`src/gtlb_pkg.sv`:
```
package gtlb_pkg;

    // Build constants
    localparam int PIXEL_SCALE = 2;
    localparam int MAX_TEXT    = 1024;

    // Field widths
    localparam int OFF_W      = 11;
    localparam int SUM_W      = 12;
    localparam int GLYPH_W    = 4;
    localparam int CHAR_W     = 8;
    localparam int MAXW_W     = 10;
    localparam int CODE_W     = 7;
    localparam int CFG_IDX_W  = 2;
    localparam int CFG_DATA_W = 10;

    // Glyph width table
    localparam int TBL_DEPTH = 128;
    localparam int TBL_AW    = 7;

    // Result queue
    localparam int MAX_RES    = 3;
    localparam int RES_CNT_W  = 2;
    localparam int FIFO_DEPTH = 8;
    localparam int FIFO_AW    = 3;

    // Offsets saturate at the lesser of the text size and the field range
    localparam logic [OFF_W-1:0] OFF_LIMIT = OFF_W'((MAX_TEXT < 2047) ? MAX_TEXT : 2047);
    localparam logic [SUM_W-1:0] SUM_MAX   = {SUM_W{1'b1}};

    // Character codes
    localparam logic [CHAR_W-1:0] CH_NEWLINE  = 8'h0A;
    localparam logic [CHAR_W-1:0] CH_SPACE    = 8'h20;
    localparam logic [CHAR_W-1:0] CH_QUESTION = 8'h3F;
    localparam logic [CHAR_W-1:0] CH_LOWER_A  = 8'h61;
    localparam logic [CHAR_W-1:0] CH_LOWER_Z  = 8'h7A;
    localparam logic [CHAR_W-1:0] CASE_SHIFT  = 8'h20;

    // Input actions
    localparam logic ACT_LOAD = 1'b0;
    localparam logic ACT_TEXT = 1'b1;

    // Configuration register indexes
    typedef enum logic [CFG_IDX_W-1:0] {
        REG_MAX_WIDTH  = 2'd0,
        REG_FIRST_CODE = 2'd1,
        REG_LAST_CODE  = 2'd2
    } cfg_reg_e;

    localparam logic [MAXW_W-1:0] MAX_WIDTH_RST  = 10'd144;
    localparam logic [CODE_W-1:0] FIRST_CODE_RST = 7'd32;
    localparam logic [CODE_W-1:0] LAST_CODE_RST  = 7'd126;

    typedef struct packed {
        logic [MAXW_W-1:0] max_width;
        logic [CODE_W-1:0] first_code;
        logic [CODE_W-1:0] last_code;
    } cfg_t;

    typedef struct packed {
        logic [OFF_W-1:0] line_start;
        logic [OFF_W-1:0] line_length;
        logic [OFF_W-1:0] next_start;
        logic             final_line;
        logic             run_end;
    } result_t;

    // Results of one character, written into the queue together
    typedef struct packed {
        logic                   valid;
        logic [RES_CNT_W-1:0]   count;
        result_t [MAX_RES-1:0]  res;
    } push_t;

endpackage

```
`src/gtlb_char_if.sv`:
```
interface gtlb_char_if;
    logic                           valid;
    logic                           ready;
    logic                           action;
    logic [gtlb_pkg::CHAR_W-1:0]    char_code;
    logic [gtlb_pkg::GLYPH_W-1:0]   glyph_width;
    logic                           last_char;

    modport source (output valid, output action, output char_code, output glyph_width,
                    output last_char, input ready);
    modport sink   (input valid, input action, input char_code, input glyph_width,
                    input last_char, output ready);
endinterface

```
`src/gtlb_line_if.sv`:
```
interface gtlb_line_if;
    logic                         valid;
    logic                         ready;
    logic [gtlb_pkg::OFF_W-1:0]   line_start;
    logic [gtlb_pkg::OFF_W-1:0]   line_length;
    logic [gtlb_pkg::OFF_W-1:0]   next_start;
    logic                         final_line;
    logic                         run_end;

    modport source (output valid, output line_start, output line_length, output next_start,
                    output final_line, output run_end, input ready);
    modport sink   (input valid, input line_start, input line_length, input next_start,
                    input final_line, input run_end, output ready);
endinterface

```
`src/gtlb_width_ram.sv`:
```
module gtlb_width_ram (
    input  logic                          clk,
    input  logic                          we,
    input  logic [gtlb_pkg::TBL_AW-1:0]   waddr,
    input  logic [gtlb_pkg::GLYPH_W-1:0]  wdata,
    input  logic                          re,
    input  logic [gtlb_pkg::TBL_AW-1:0]   raddr,
    output logic [gtlb_pkg::GLYPH_W-1:0]  rdata
);

    logic [gtlb_pkg::GLYPH_W-1:0] mem [gtlb_pkg::TBL_DEPTH];
    logic [gtlb_pkg::GLYPH_W-1:0] rdata_reg;

    // Write port
    always_ff @(posedge clk)
    begin
        if (we)
        begin
            mem[waddr] <= wdata;
        end
    end

    // Registered read port, holds while re is low
    always_ff @(posedge clk)
    begin
        if (re)
        begin
            rdata_reg <= mem[raddr];
        end
    end

    assign rdata = rdata_reg;

endmodule

```
`src/gtlb_wrap_core.sv`:
```
module gtlb_wrap_core (
    input  logic               clk,
    input  logic               rst_n,
    gtlb_char_if.sink          chars,
    input  gtlb_pkg::cfg_t     cfg,
    input  logic               room,
    output gtlb_pkg::push_t    push
);

    localparam int OFF_W = gtlb_pkg::OFF_W;
    localparam int SUM_W = gtlb_pkg::SUM_W;

    function automatic logic [OFF_W-1:0] off_inc(input logic [OFF_W-1:0] v);
        return (v >= gtlb_pkg::OFF_LIMIT) ? gtlb_pkg::OFF_LIMIT : v + OFF_W'(1);
    endfunction

    function automatic logic [OFF_W-1:0] off_dist(input logic [OFF_W-1:0] hi,
                                                  input logic [OFF_W-1:0] lo);
        return (hi >= lo) ? hi - lo : '0;
    endfunction

    function automatic logic [SUM_W-1:0] sum_dist(input logic [SUM_W-1:0] hi,
                                                  input logic [SUM_W-1:0] lo);
        return (hi >= lo) ? hi - lo : '0;
    endfunction

    function automatic logic [SUM_W-1:0] sum_add(input logic [SUM_W-1:0] a,
                                                 input logic [SUM_W-1:0] b);
        logic [SUM_W:0] s;
        s = {1'b0, a} + {1'b0, b};
        return s[SUM_W] ? gtlb_pkg::SUM_MAX : s[SUM_W-1:0];
    endfunction

    function automatic gtlb_pkg::result_t make_line(input logic [OFF_W-1:0] start,
                                                    input logic [OFF_W-1:0] len,
                                                    input logic [OFF_W-1:0] next,
                                                    input logic fin);
        gtlb_pkg::result_t r;
        r.line_start  = start;
        r.line_length = len;
        r.next_start  = next;
        r.final_line  = fin;
        r.run_end     = 1'b0;
        return r;
    endfunction

    // Stage 0: accept, table write for loads, table read for text
    logic                           accept;
    logic                           in_ready;
    logic                           s1_fire;
    logic                           tbl_we;
    logic                           tbl_re;
    logic [gtlb_pkg::CHAR_W-1:0]    folded;
    logic [gtlb_pkg::CHAR_W-1:0]    mapped;
    logic [gtlb_pkg::CHAR_W-1:0]    rel_code;
    logic [gtlb_pkg::TBL_AW-1:0]    tbl_raddr;
    logic [gtlb_pkg::GLYPH_W-1:0]   tbl_rdata;

    logic                           s1_valid_reg;
    logic [gtlb_pkg::CHAR_W-1:0]    s1_code_reg;
    logic                           s1_last_reg;

    assign s1_fire     = s1_valid_reg && room;
    assign in_ready    = !s1_valid_reg || room;
    assign chars.ready = in_ready;
    assign accept      = chars.valid && in_ready;
    assign tbl_we      = accept && (chars.action == gtlb_pkg::ACT_LOAD);
    assign tbl_re      = accept && (chars.action == gtlb_pkg::ACT_TEXT);

    // Case fold, out-of-range codes map to the question mark entry
    always_comb
    begin
        if (chars.char_code >= gtlb_pkg::CH_LOWER_A && chars.char_code <= gtlb_pkg::CH_LOWER_Z)
        begin
            folded = chars.char_code - gtlb_pkg::CASE_SHIFT;
        end
        else
        begin
            folded = chars.char_code;
        end
        if (folded < {1'b0, cfg.first_code} || folded > {1'b0, cfg.last_code})
        begin
            mapped = gtlb_pkg::CH_QUESTION;
        end
        else
        begin
            mapped = folded;
        end
        rel_code  = mapped - {1'b0, cfg.first_code};
        tbl_raddr = rel_code[gtlb_pkg::TBL_AW-1:0];
    end

    gtlb_width_ram u_width_ram (
        .clk   (clk),
        .we    (tbl_we),
        .waddr (chars.char_code[gtlb_pkg::TBL_AW-1:0]),
        .wdata (chars.glyph_width),
        .re    (tbl_re),
        .raddr (tbl_raddr),
        .rdata (tbl_rdata)
    );

    always_ff @(posedge clk or negedge rst_n)
    begin
        if (!rst_n)
        begin
            s1_valid_reg <= 1'b0;
        end
        else if (in_ready)
        begin
            s1_valid_reg <= tbl_re;
        end
    end

    always_ff @(posedge clk)
    begin
        if (tbl_re)
        begin
            s1_code_reg <= chars.char_code;
            s1_last_reg <= chars.last_char;
        end
    end

    // Stage 1: line state
    logic [OFF_W-1:0] line_begin_reg, line_begin_next;
    logic [OFF_W-1:0] char_index_reg, char_index_next;
    logic [SUM_W-1:0] line_sum_reg, line_sum_next;
    logic [OFF_W-1:0] space_offset_reg, space_offset_next;
    logic             space_valid_reg, space_valid_next;
    logic [SUM_W-1:0] sts_reg, sts_next;

    logic [OFF_W-1:0] idx;
    logic [OFF_W-1:0] idx2;
    logic [OFF_W-1:0] after;
    logic [SUM_W-1:0] adv;
    logic [SUM_W-1:0] limit;
    logic [SUM_W-1:0] nw;
    logic [SUM_W-1:0] nw2;
    logic [SUM_W-1:0] rest_sum;
    logic             is_space;
    logic             at_current;
    logic             brk;
    logic             brk2;
    logic             ended;
    logic [gtlb_pkg::RES_CNT_W-1:0] n;
    gtlb_pkg::result_t              fin_line;
    gtlb_pkg::result_t [gtlb_pkg::MAX_RES-1:0] res;

    always_comb
    begin
        char_index_next   = off_inc(char_index_reg);
        line_begin_next   = line_begin_reg;
        line_sum_next     = line_sum_reg;
        space_offset_next = space_offset_reg;
        space_valid_next  = space_valid_reg;
        sts_next          = sts_reg;
        n                 = '0;
        ended             = 1'b0;
        res               = '0;
        fin_line          = '0;

        limit    = SUM_W'(cfg.max_width) + SUM_W'(gtlb_pkg::PIXEL_SCALE);
        adv      = SUM_W'(({1'b0, tbl_rdata} + 5'd1) * gtlb_pkg::PIXEL_SCALE);
        idx      = off_dist(char_index_reg, line_begin_reg);
        is_space = (s1_code_reg == gtlb_pkg::CH_SPACE) && (idx != '0);
        nw       = sum_add(line_sum_reg, adv);
        brk      = (idx != '0) && (nw > limit);

        // Space seen by this character counts for the break
        space_offset_next = is_space ? char_index_reg : space_offset_reg;
        space_valid_next  = space_valid_reg || is_space;
        after      = off_inc(space_offset_next);
        at_current = (space_offset_next == char_index_reg);

        // Rescan of the carried-over words after a space break
        rest_sum = sum_dist(line_sum_reg, sts_reg);
        idx2     = off_dist(char_index_reg, after);
        nw2      = sum_add(rest_sum, adv);
        brk2     = (idx2 != '0) && (nw2 > limit);

        if (s1_code_reg == gtlb_pkg::CH_NEWLINE)
        begin
            res[0] = make_line(line_begin_reg, idx, char_index_next, s1_last_reg);
            n                 = 2'd1;
            ended             = 1'b1;
            line_begin_next   = char_index_next;
            line_sum_next     = '0;
            space_offset_next = space_offset_reg;
            space_valid_next  = 1'b0;
            sts_next          = '0;
        end
        else
        begin
            if (brk)
            begin
                if (space_valid_next)
                begin
                    res[0] = make_line(line_begin_reg,
                                       off_dist(space_offset_next, line_begin_reg), after,
                                       at_current && s1_last_reg);
                    n                = 2'd1;
                    line_begin_next  = after;
                    space_valid_next = 1'b0;
                    if (at_current)
                    begin
                        line_sum_next = '0;
                        ended         = s1_last_reg;
                    end
                    else if (brk2)
                    begin
                        res[1] = make_line(after, idx2, char_index_reg, 1'b0);
                        n               = 2'd2;
                        line_begin_next = char_index_reg;
                        line_sum_next   = adv;
                    end
                    else
                    begin
                        line_sum_next = nw2;
                    end
                end
                else
                begin
                    res[0] = make_line(line_begin_reg, idx, char_index_reg, 1'b0);
                    n               = 2'd1;
                    line_begin_next = char_index_reg;
                    line_sum_next   = adv;
                end
            end
            else
            begin
                line_sum_next = nw;
                if (is_space)
                begin
                    sts_next = nw;
                end
            end

            // Open line closes at the end of the text
            if (s1_last_reg && !ended)
            begin
                fin_line = make_line(line_begin_next,
                                     off_dist(char_index_next, line_begin_next),
                                     char_index_next, 1'b1);
                case (n)
                    2'd0:    res[0] = fin_line;
                    2'd1:    res[1] = fin_line;
                    default: res[2] = fin_line;
                endcase
                n = n + 2'd1;
            end
        end

        // Mark the last line of this character
        case (n)
            2'd1:    res[0].run_end = 1'b1;
            2'd2:    res[1].run_end = 1'b1;
            2'd3:    res[2].run_end = 1'b1;
            default: ;
        endcase
    end

    always_ff @(posedge clk or negedge rst_n)
    begin
        if (!rst_n)
        begin
            line_begin_reg   <= '0;
            char_index_reg   <= '0;
            line_sum_reg     <= '0;
            space_offset_reg <= '0;
            space_valid_reg  <= 1'b0;
            sts_reg          <= '0;
        end
        else if (s1_fire)
        begin
            line_begin_reg   <= line_begin_next;
            char_index_reg   <= char_index_next;
            line_sum_reg     <= line_sum_next;
            space_offset_reg <= space_offset_next;
            space_valid_reg  <= space_valid_next;
            sts_reg          <= sts_next;
        end
    end

    assign push.valid = s1_fire;
    assign push.count = n;
    assign push.res   = res;

endmodule

```
`src/gtlb_out_fifo.sv`:
```
module gtlb_out_fifo (
    input  logic              clk,
    input  logic              rst_n,
    input  gtlb_pkg::push_t   push,
    output logic              room,
    gtlb_line_if.source       lines
);

    localparam int AW = gtlb_pkg::FIFO_AW;

    gtlb_pkg::result_t store [gtlb_pkg::FIFO_DEPTH];

    logic [AW-1:0] wr_ptr_reg, wr_ptr_next;
    logic [AW-1:0] rd_ptr_reg, rd_ptr_next;
    logic [AW:0]   count_reg, count_next;
    logic [AW:0]   push_cnt;
    logic          pop;
    gtlb_pkg::result_t head;

    assign pop      = lines.valid && lines.ready;
    assign push_cnt = push.valid ? (AW+1)'(push.count) : '0;
    assign room     = count_reg <= (AW+1)'(gtlb_pkg::FIFO_DEPTH - gtlb_pkg::MAX_RES);

    always_comb
    begin
        wr_ptr_next = wr_ptr_reg + push_cnt[AW-1:0];
        rd_ptr_next = rd_ptr_reg + AW'(pop);
        count_next  = count_reg + push_cnt - (AW+1)'(pop);
    end

    // Up to three results land in one cycle
    always_ff @(posedge clk)
    begin
        for (int i = 0; i < gtlb_pkg::MAX_RES; i++)
        begin
            if (push.valid && (gtlb_pkg::RES_CNT_W'(i) < push.count))
            begin
                store[wr_ptr_reg + AW'(i)] <= push.res[i];
            end
        end
    end

    always_ff @(posedge clk or negedge rst_n)
    begin
        if (!rst_n)
        begin
            wr_ptr_reg <= '0;
            rd_ptr_reg <= '0;
            count_reg  <= '0;
        end
        else
        begin
            wr_ptr_reg <= wr_ptr_next;
            rd_ptr_reg <= rd_ptr_next;
            count_reg  <= count_next;
        end
    end

    assign head              = store[rd_ptr_reg];
    assign lines.valid       = count_reg != '0;
    assign lines.line_start  = head.line_start;
    assign lines.line_length = head.line_length;
    assign lines.next_start  = head.next_start;
    assign lines.final_line  = head.final_line;
    assign lines.run_end     = head.run_end;

endmodule

```
`src/greedy_text_line_breaker.sv`:
```
// Channel   Role    Handshake         Payload
// chars     sink    valid/ready       action, char_code, glyph_width, last_char
// lines     source  valid/ready       line_start, line_length, next_start, final_line, run_end
// config    write   wr_en (no wait)   wr_index, wr_data
//
// One item per cycle while no stall holds the line stage: a load writes the glyph table at
// its accept edge; a character reads the table at accept and updates the line state from
// the registered data. Its results enter an 8-deep queue then and show on lines from the
// next cycle, one a cycle while lines.ready is high. A character waiting in the line stage
// stalls there, and holds chars.ready low, while the queue has fewer than 3 free slots.
// Reset clears line state, offsets and queue; the glyph table holds no reset value.
module greedy_text_line_breaker (
    input  logic                              clk,
    input  logic                              rst_n,
    gtlb_char_if.sink                         chars,
    gtlb_line_if.source                       lines,
    input  logic                              wr_en,
    input  logic [gtlb_pkg::CFG_IDX_W-1:0]    wr_index,
    input  logic [gtlb_pkg::CFG_DATA_W-1:0]   wr_data
);

    gtlb_pkg::cfg_t  cfg_reg;
    gtlb_pkg::push_t push;
    logic            room;

    // Configuration registers
    always_ff @(posedge clk or negedge rst_n)
    begin
        if (!rst_n)
        begin
            cfg_reg.max_width  <= gtlb_pkg::MAX_WIDTH_RST;
            cfg_reg.first_code <= gtlb_pkg::FIRST_CODE_RST;
            cfg_reg.last_code  <= gtlb_pkg::LAST_CODE_RST;
        end
        else if (wr_en)
        begin
            case (wr_index)
                gtlb_pkg::REG_MAX_WIDTH:  cfg_reg.max_width  <= wr_data[gtlb_pkg::MAXW_W-1:0];
                gtlb_pkg::REG_FIRST_CODE: cfg_reg.first_code <= wr_data[gtlb_pkg::CODE_W-1:0];
                gtlb_pkg::REG_LAST_CODE:  cfg_reg.last_code  <= wr_data[gtlb_pkg::CODE_W-1:0];
                default: ;
            endcase
        end
    end

    gtlb_wrap_core u_core (
        .clk   (clk),
        .rst_n (rst_n),
        .chars (chars),
        .cfg   (cfg_reg),
        .room  (room),
        .push  (push)
    );

    gtlb_out_fifo u_fifo (
        .clk   (clk),
        .rst_n (rst_n),
        .push  (push),
        .room  (room),
        .lines (lines)
    );

`ifndef ASSERT_OFF
    // Line stage only advances with room for a full set of results
    a_push_room: assert property (@(posedge clk) disable iff (!rst_n)
        push.valid |-> room)
        else $error("results pushed without queue room");

    // run_end sits on the last result of a character only
    a_run_end_two: assert property (@(posedge clk) disable iff (!rst_n)
        (push.valid && push.count == 2'd2) |-> (push.res[1].run_end && !push.res[0].run_end))
        else $error("run_end misplaced in two-line transaction");

    a_run_end_three: assert property (@(posedge clk) disable iff (!rst_n)
        (push.valid && push.count == 2'd3) |->
            (push.res[2].run_end && !push.res[1].run_end && !push.res[0].run_end))
        else $error("run_end misplaced in three-line transaction");

    // The final line of a text is always the last result of its character
    a_final_is_last: assert property (@(posedge clk) disable iff (!rst_n)
        (lines.valid && lines.final_line) |-> lines.run_end)
        else $error("final line not marked run_end");
`endif

endmodule
```
`src/flat_wrapper.sv`:
```
// flat-port wrapper written by rule: the top's interface ports become plain ports
module greedy_text_line_breaker_flat 
  (clk, rst_n, wr_en, wr_index, wr_data, chars_valid, chars_action, chars_char_code, chars_glyph_width, chars_last_char, chars_ready, lines_valid, lines_line_start, lines_line_length, lines_next_start, lines_final_line, lines_run_end, lines_ready);
  gtlb_char_if chars_i ();
  gtlb_line_if lines_i ();
  input  logic clk;
  input  logic rst_n;
  input  logic wr_en;
  input  logic [gtlb_pkg::CFG_IDX_W-1:0] wr_index;
  input  logic [gtlb_pkg::CFG_DATA_W-1:0] wr_data;
  input wire logic [$bits(chars_i.valid)-1:0] chars_valid;
  input wire logic [$bits(chars_i.action)-1:0] chars_action;
  input wire logic [$bits(chars_i.char_code)-1:0] chars_char_code;
  input wire logic [$bits(chars_i.glyph_width)-1:0] chars_glyph_width;
  input wire logic [$bits(chars_i.last_char)-1:0] chars_last_char;
  output wire logic [$bits(chars_i.ready)-1:0] chars_ready;
  output wire logic [$bits(lines_i.valid)-1:0] lines_valid;
  output wire logic [$bits(lines_i.line_start)-1:0] lines_line_start;
  output wire logic [$bits(lines_i.line_length)-1:0] lines_line_length;
  output wire logic [$bits(lines_i.next_start)-1:0] lines_next_start;
  output wire logic [$bits(lines_i.final_line)-1:0] lines_final_line;
  output wire logic [$bits(lines_i.run_end)-1:0] lines_run_end;
  input wire logic [$bits(lines_i.ready)-1:0] lines_ready;
  assign chars_i.valid = chars_valid;
  assign chars_i.action = chars_action;
  assign chars_i.char_code = chars_char_code;
  assign chars_i.glyph_width = chars_glyph_width;
  assign chars_i.last_char = chars_last_char;
  assign chars_ready = chars_i.ready;
  assign lines_valid = lines_i.valid;
  assign lines_line_start = lines_i.line_start;
  assign lines_line_length = lines_i.line_length;
  assign lines_next_start = lines_i.next_start;
  assign lines_final_line = lines_i.final_line;
  assign lines_run_end = lines_i.run_end;
  assign lines_i.ready = lines_ready;
  greedy_text_line_breaker u_core (.clk(clk), .rst_n(rst_n), .chars(chars_i), .lines(lines_i), .wr_en(wr_en), .wr_index(wr_index), .wr_data(wr_data));
endmodule
```
`config.mk`:
```
export PLATFORM = sky130hd
export DESIGN_NAME = greedy_text_line_breaker_flat
export DESIGN_NICKNAME = d
export VERILOG_FILES = /design/src/gtlb_pkg.sv /design/src/gtlb_char_if.sv /design/src/gtlb_line_if.sv /design/src/gtlb_width_ram.sv /design/src/gtlb_wrap_core.sv /design/src/gtlb_out_fifo.sv /design/src/greedy_text_line_breaker.sv /design/src/flat_wrapper.sv
export SDC_FILE = /design/constraint.sdc
export NUM_CORES = 2
export LEC_CHECK = 0
export BUFFER_PORTS_ARGS = -buffer_cell sky130_fd_sc_hd__buf_4
export CAP_MARGIN = 5
export CORE_MARGIN = 1
export CORE_UTILIZATION = 60
export DETAILED_ROUTE_END_ITERATION = 10
export PLACE_DENSITY_LB_ADDON = 0.1
export SLEW_MARGIN = 20
export SYNTH_ARGS = -nofsm -noshare
export SYNTH_HDL_FRONTEND = slang
export SYNTH_SLANG_ARGS = --single-unit
```
`constraint.sdc`:
```
create_clock -name clk -period 14.5 [get_ports clk]
set_input_delay 0 -clock clk [delete_from_list [all_inputs] [get_ports clk]]
set_output_delay 0 -clock clk [all_outputs]
set_load 0.01 [all_outputs]
```
# After elaboration in Yosys (flattened, before gate mapping)
# Memory sizes are Yosys's and may differ from the RTL's. A register that Yosys moved wholly into a read port is not among the register bits.
# Cells that the tools add are included.
# classes
bitwise_logic,2
mul,0
mux,62
shift,0
addsub,20
magnitude_cmp,17
div_mod_pow,0
eq_ne,10
reduce_logical,31
# op_table
op,n
$mux W35,7
$mux W11,13
$mux W70,2
$mux W12,11
$mux W105,1
$ge A11 B11 Y1,4
$sub A11 B11 Y11,4
$add A12 B6 Y13,2
$gt A12 B11 Y1,2
$mux W24,1
$add A11 B1 Y11 const B,2
$ge A11 B11 Y1 const B,2
$reduce_bool A11 Y1,2
$mux W1,17
$mux W2,8
$logic_and A1 B1 Y1,14
$ge A12 B12 Y1,1
$sub A12 B12 Y12,1
$add A10 B2 Y11 const B,1
$eq A11 B11 Y1,1
$eq A8 B4 Y1 const B,1
$eq A8 B6 Y1 const B,1
$ge A8 B7 Y1 const B,1
$gt A8 B7 Y1,1
29 further kinds,42
# totals
mem_bits_ro,0
output_inout_bits,37
ff_bits,102
input_bits,31
n_memories,2
latchBits,0
wordCells,159
ram_bits,792
# memory_table
name,depth,word_bits,rd,rd_clocked_by_memory_dff,wr,line_no,text
u_core.u_core.u_width_ram.mem,128,4,1,1,1,gtlb_width_ram.sv:11,logic [gtlb_pkg::GLYPH_W-1:0] mem [gtlb_pkg::TBL_DEPTH];
u_core.u_fifo.store,8,35,1,0,3,gtlb_out_fifo.sv:11,gtlb_pkg::result_t store [gtlb_pkg::FIFO_DEPTH];

# Longest topological paths before layout
# depth
ltp_word,23
ltp_mapped,50
ltp_nobuf,43

# Cells and area by module
# From an unflattened synthesis, not the netlist that was laid out.
# hier_totals
hier_cells,4276
area_unflattened_um2,49954.2
# modules_own_cells
module,seq_area_each_um2,cells_each,area_each_um2,n_inst
gtlb_width_ram,15494.9,908,20233.2,1
gtlb_out_fifo,8658.3,1910,18517.8,1
gtlb_wrap_core,1746.7,1406,10274.9,1
greedy_text_line_breaker,611.8,52,928.4,1

# Worst setup path before layout
# OpenSTA, ideal clock, no wires.
# synth_timing
kind,reg2reg
from,register u_core.u_core.char_index_reg[0]
to,"memory u_core.u_fifo.store[3][0] (netlist bit), enable pin"
arrival_time_ps,10494
required_ps,14024
setup_slack_ps,3530
path_stages_with_launch,44
setup_time_ps,476
path_cell_list,dfrtp_1 inv_1 ha_1 inv_1 fa_1 a211o_1 and4_1 a2111o_1 a21oi_1 and4_1 buf_6 a21o_1 buf_4 clkbuf_1 clkbuf_1 nor2_1 a21oi_1 inv_1 [... 8 more ...] a21oi_1 or4_1 o311ai_1 nor3_1 o211ai_1 and3_1 buf_2 nand2b_1 nor2_1 inv_1 ha_1 and2_1 o21ai_1 or2_2 clkbuf_1 nor2_1 a21oi_1 o21ai_0
# synth_lines
element,line_no,text
"start, declared",gtlb_wrap_core.sv:126,"logic [OFF_W-1:0] char_index_reg, char_index_next;"
"start signal, assigned",gtlb_wrap_core.sv:276,char_index_reg <= char_index_next;
"end, declared",gtlb_out_fifo.sv:11,

==> metrics.txt <==
vias 33785; final hold violation count 0; Peak supply drop 0.140 mV; DRC Markers 0; syn_nets 3731; Leak Pwr ~0.018 uW; drt pass-1 iters 9; NumNets Final about 3800; post-route ant nets 0; busiest grt layer met2; grt met1 use 49.5%; CP Data Arrival Time 13.14 ns; vias per cell 7.09; CP Buf/Inv Count 5; largest net degree at the start of global routing 86; period utilisation layout 89.8%; CTS clock-pin slew for the worst setup and hold paths ~0.070 ns; PwrDens 174 nW/um2; Root Driver clkbuf_16; crit start category flop; Setup Total Neg Slack 0 ns; Synth-to-Final Area Change 11.8%; initial antenna violation count 2; CTS tree yes; Worst Hold Class in -> reg; switching share of total power 35.9%; global routing met3 resource utilization 9.27%; Gate power share 38.5%; worst slew pin tran 1.30 ns; initial DRC count 4639; row count about 100; Total GRT Usage a little under two fifths; Psw 3250 uW; Final setup viols 0; die area 78700 um2; Final GP Congestion 1.03; final worst slack 1.48 ns; min cycle time layout around 13 ns; Post-synth EDFFs 805; Core Region 76300 um2; max FFs per register ~510; Sequential Power Share 34.0%; Final Core Density 68.2%; Gate Count Post-Synth 3562; share of cells above drive strength 1 18.1%; max-slew violations 0; routed len/inst 30.8 um; Seq/Total Area, Yosys 56.9%; FILL cells 5337; Synth cell types 90; GR Overflow Total 0; cts repair resizes 0; Slew headroom 13.4%; CP top delay family simple AND/OR/NAND/NOR gates; cell internal pwr 5810 uW; Clock Power Share ~28%; CP Class reg -> reg; CP max stage cell nand2_2; Synth warnings 0; RSZ-0062 raised after global routing no; post-synthesis register bit count 898; DP HPWL 94600 um; status complete, no violations; syn avg cell area between 10 and 15 um2; CTS H-tree depth 3; Mapped Area 46600 um2; Most used DFF post-synth edfxtp_1; CP max stage delay 0.87 ns; maxcap violations 0; GR Util met2 about three fifths; Critical Path End Type flop; pre-CTS setup slack 2.11 ns; clock sink count about 900; die height around 280 um; WP data required 14.62 ns; clk buf depth 3; initial core utilization between 60% and 70%; Fmax between 0.07 and 0.08 GHz; Ports a little under 70; Top cell by count, worst path inv_1; IO Port Bufs 67; clk_skew 0.0579 ns; ys async rst share ~10%; Die X 281 um; first-pass GRT wire length about 220000 um; routed wire length approximately 150000 um; Worst-Skew Late Latency 0.68 ns; TritonCTS Buffers 92; Crit Path Max Fanout 35; vias in the first global route 33651
[kinds of logic (layout without fill, tap and decap cells)]
logic type | Yosys count | in the layout | share of synthesized area, %
AOI/OAI and AO/OA | 797 | 797 | 12.1
adders and majority gates | 141 | 141 | 3.94
and+or+nand+nor | 968 | 968 | 9.04
other | 0 | 1 | 0
buffers and inverters | 336 | 506 | 2.74
muxes | 335 | 335 | 13.6
DFF | 898 | 898 | 56.9
xor gates and xnor gates | 87 | 87 | 1.64
[final cells by class]
type                            count  area (um2)  area share (%)
Multi-Input combinational cell   2328       19000            36.4
Antenna cell                        1        2.50         0.00481
Tap cell                         1030        1290            2.47
Clock buffer                      112        2390            4.58
Inverter                          130         488           0.937
Sequential cell                   898       26500            50.9
Timing Repair Buffer              202        1610            3.09
Clock inverter                     62         800            1.54
[path summary, 6_finish.rpt]
kind	end	from	slack (ns)	depth (start not counted)
setup / recovery	u_core.u_fifo.store[4][30]$_DFFE_PP_	u_core.u_core.char_index_reg[0]$_DFFE_PN0P_	1.48	36
hold / removal	u_core.u_core.s1_code_reg[3]$_DFFE_PP_	chars_valid	0.07	3
setup reg to reg	u_core.u_fifo.store[4][30]$_DFFE_PP_	u_core.u_core.char_index_reg[0]$_DFFE_PN0P_	1.48	36
hold reg to reg	u_core.u_core.sts_reg[11]$_DFFE_PN0P_	u_core.u_core.sts_reg[11]$_DFFE_PN0P_	0.49	1
max in group asynchronous	u_core.u_fifo.rd_ptr_reg[0]$_DFF_PN0_	rst_n	13.00	4
min in group asynchronous	u_core.cfg_reg[21]$_DFFE_PN1P_	rst_n	0.49	3
[worst min-delay path, stage by stage]
cell and delay, ns:
buf_4 0.11, nand2_1 0.15, nor2_1 0.25
[cell usage in the layout (no fill, tap or decap), types with 49 or more instances in the layout]
master,n
o221ai_1,154
clkbuf_16,92
mux4_2,230
buf_4,159
nand2_1,371
ha_1,127
dfrtp_1,81
nand3_1,49
o21ai_0,122
a221oi_1,55
a21oi_1,140
mux2_2,78
inv_1,128
edfxtp_1,805
xnor2_1,54
nor2_1,328
[metrics by stage]
stage	cell area (um2)	cells	power, uW	hold slack (ns)
after floorplan	46600	3562	5390	-0.296
after global placement	48400	4545	6460	-0.0252
after detailed placement	48400	4545	6510	-0.00432
after CTS	52000	4757	9000	0.0470
after global routing	52100	4762	9400	0.0689
final	52100	4763	9060	0.0699
[Yosys cell counts, types with 6 or more instances]
master	n	area, um2
a221oi_1	55	482
a211oi_1	20	150
clkbuf_1	178	668
edfxtp_1	805	24200
a22o_1	16	140
buf_1	23	86.3
inv_1	128	480
nor2_1	334	1250
or3_1	16	100
a222oi_1	7	70.1
a21boi_0	7	52.6
o211ai_1	23	173
o221ai_1	154	1350
a22oi_1	43	323
a21oi_1	140	701
and2_1	19	119
mux2_2	78	878
o31ai_1	10	75.1
xor2_1	30	263
xnor2_1	57	499
o21ai_0	125	626
o21a_1	15	113
a2bb2oi_1	14	123
a31oi_1	7	43.8
a21o_1	26	195
nor2b_1	23	144
o22ai_1	43	269
mux2i_1	27	270
o21ai_1	22	110
nand2_1	375	1410
nand2b_1	26	163
o21bai_1	6	45.0
ha_1	128	1600
a221o_1	6	60.1
nor4_1	9	56.3
nand4_1	14	87.6
nand3_1	51	255
dfstp_2	9	236
fa_1	10	200
nand3b_1	6	45.0
dfrtp_1	84	2100
mux4_2	230	5180
and3_1	20	125
nor3_1	45	225
[per-layer routing]
metal  part of all wire, %  vias up
met2                    45     2458
met3                    12      546
li1                      -    14196
met4                   6.4        4
met1                    36    16581
met5                 0.022        -
[timing repair]
action                    in CTS  in global routing
buffers inserted               0                  0
hold endpoints to repair     310                  0
hold buffers                  38                  0
[power by group through the flow]
stage          Sequential, uW  Clock (uW)  Combinational (uW)
2_1_floorplan            3050           0                2340
6_report                 3080        2490                3490
3_3_place_gp             3120           0                3330
5_1_grt                  3090        2600                3720
3_5_place_dp             3130           0                3380
4_1_cts                  3080        2500                3420
No activity file was read; power rests on OpenSTA's default activity.
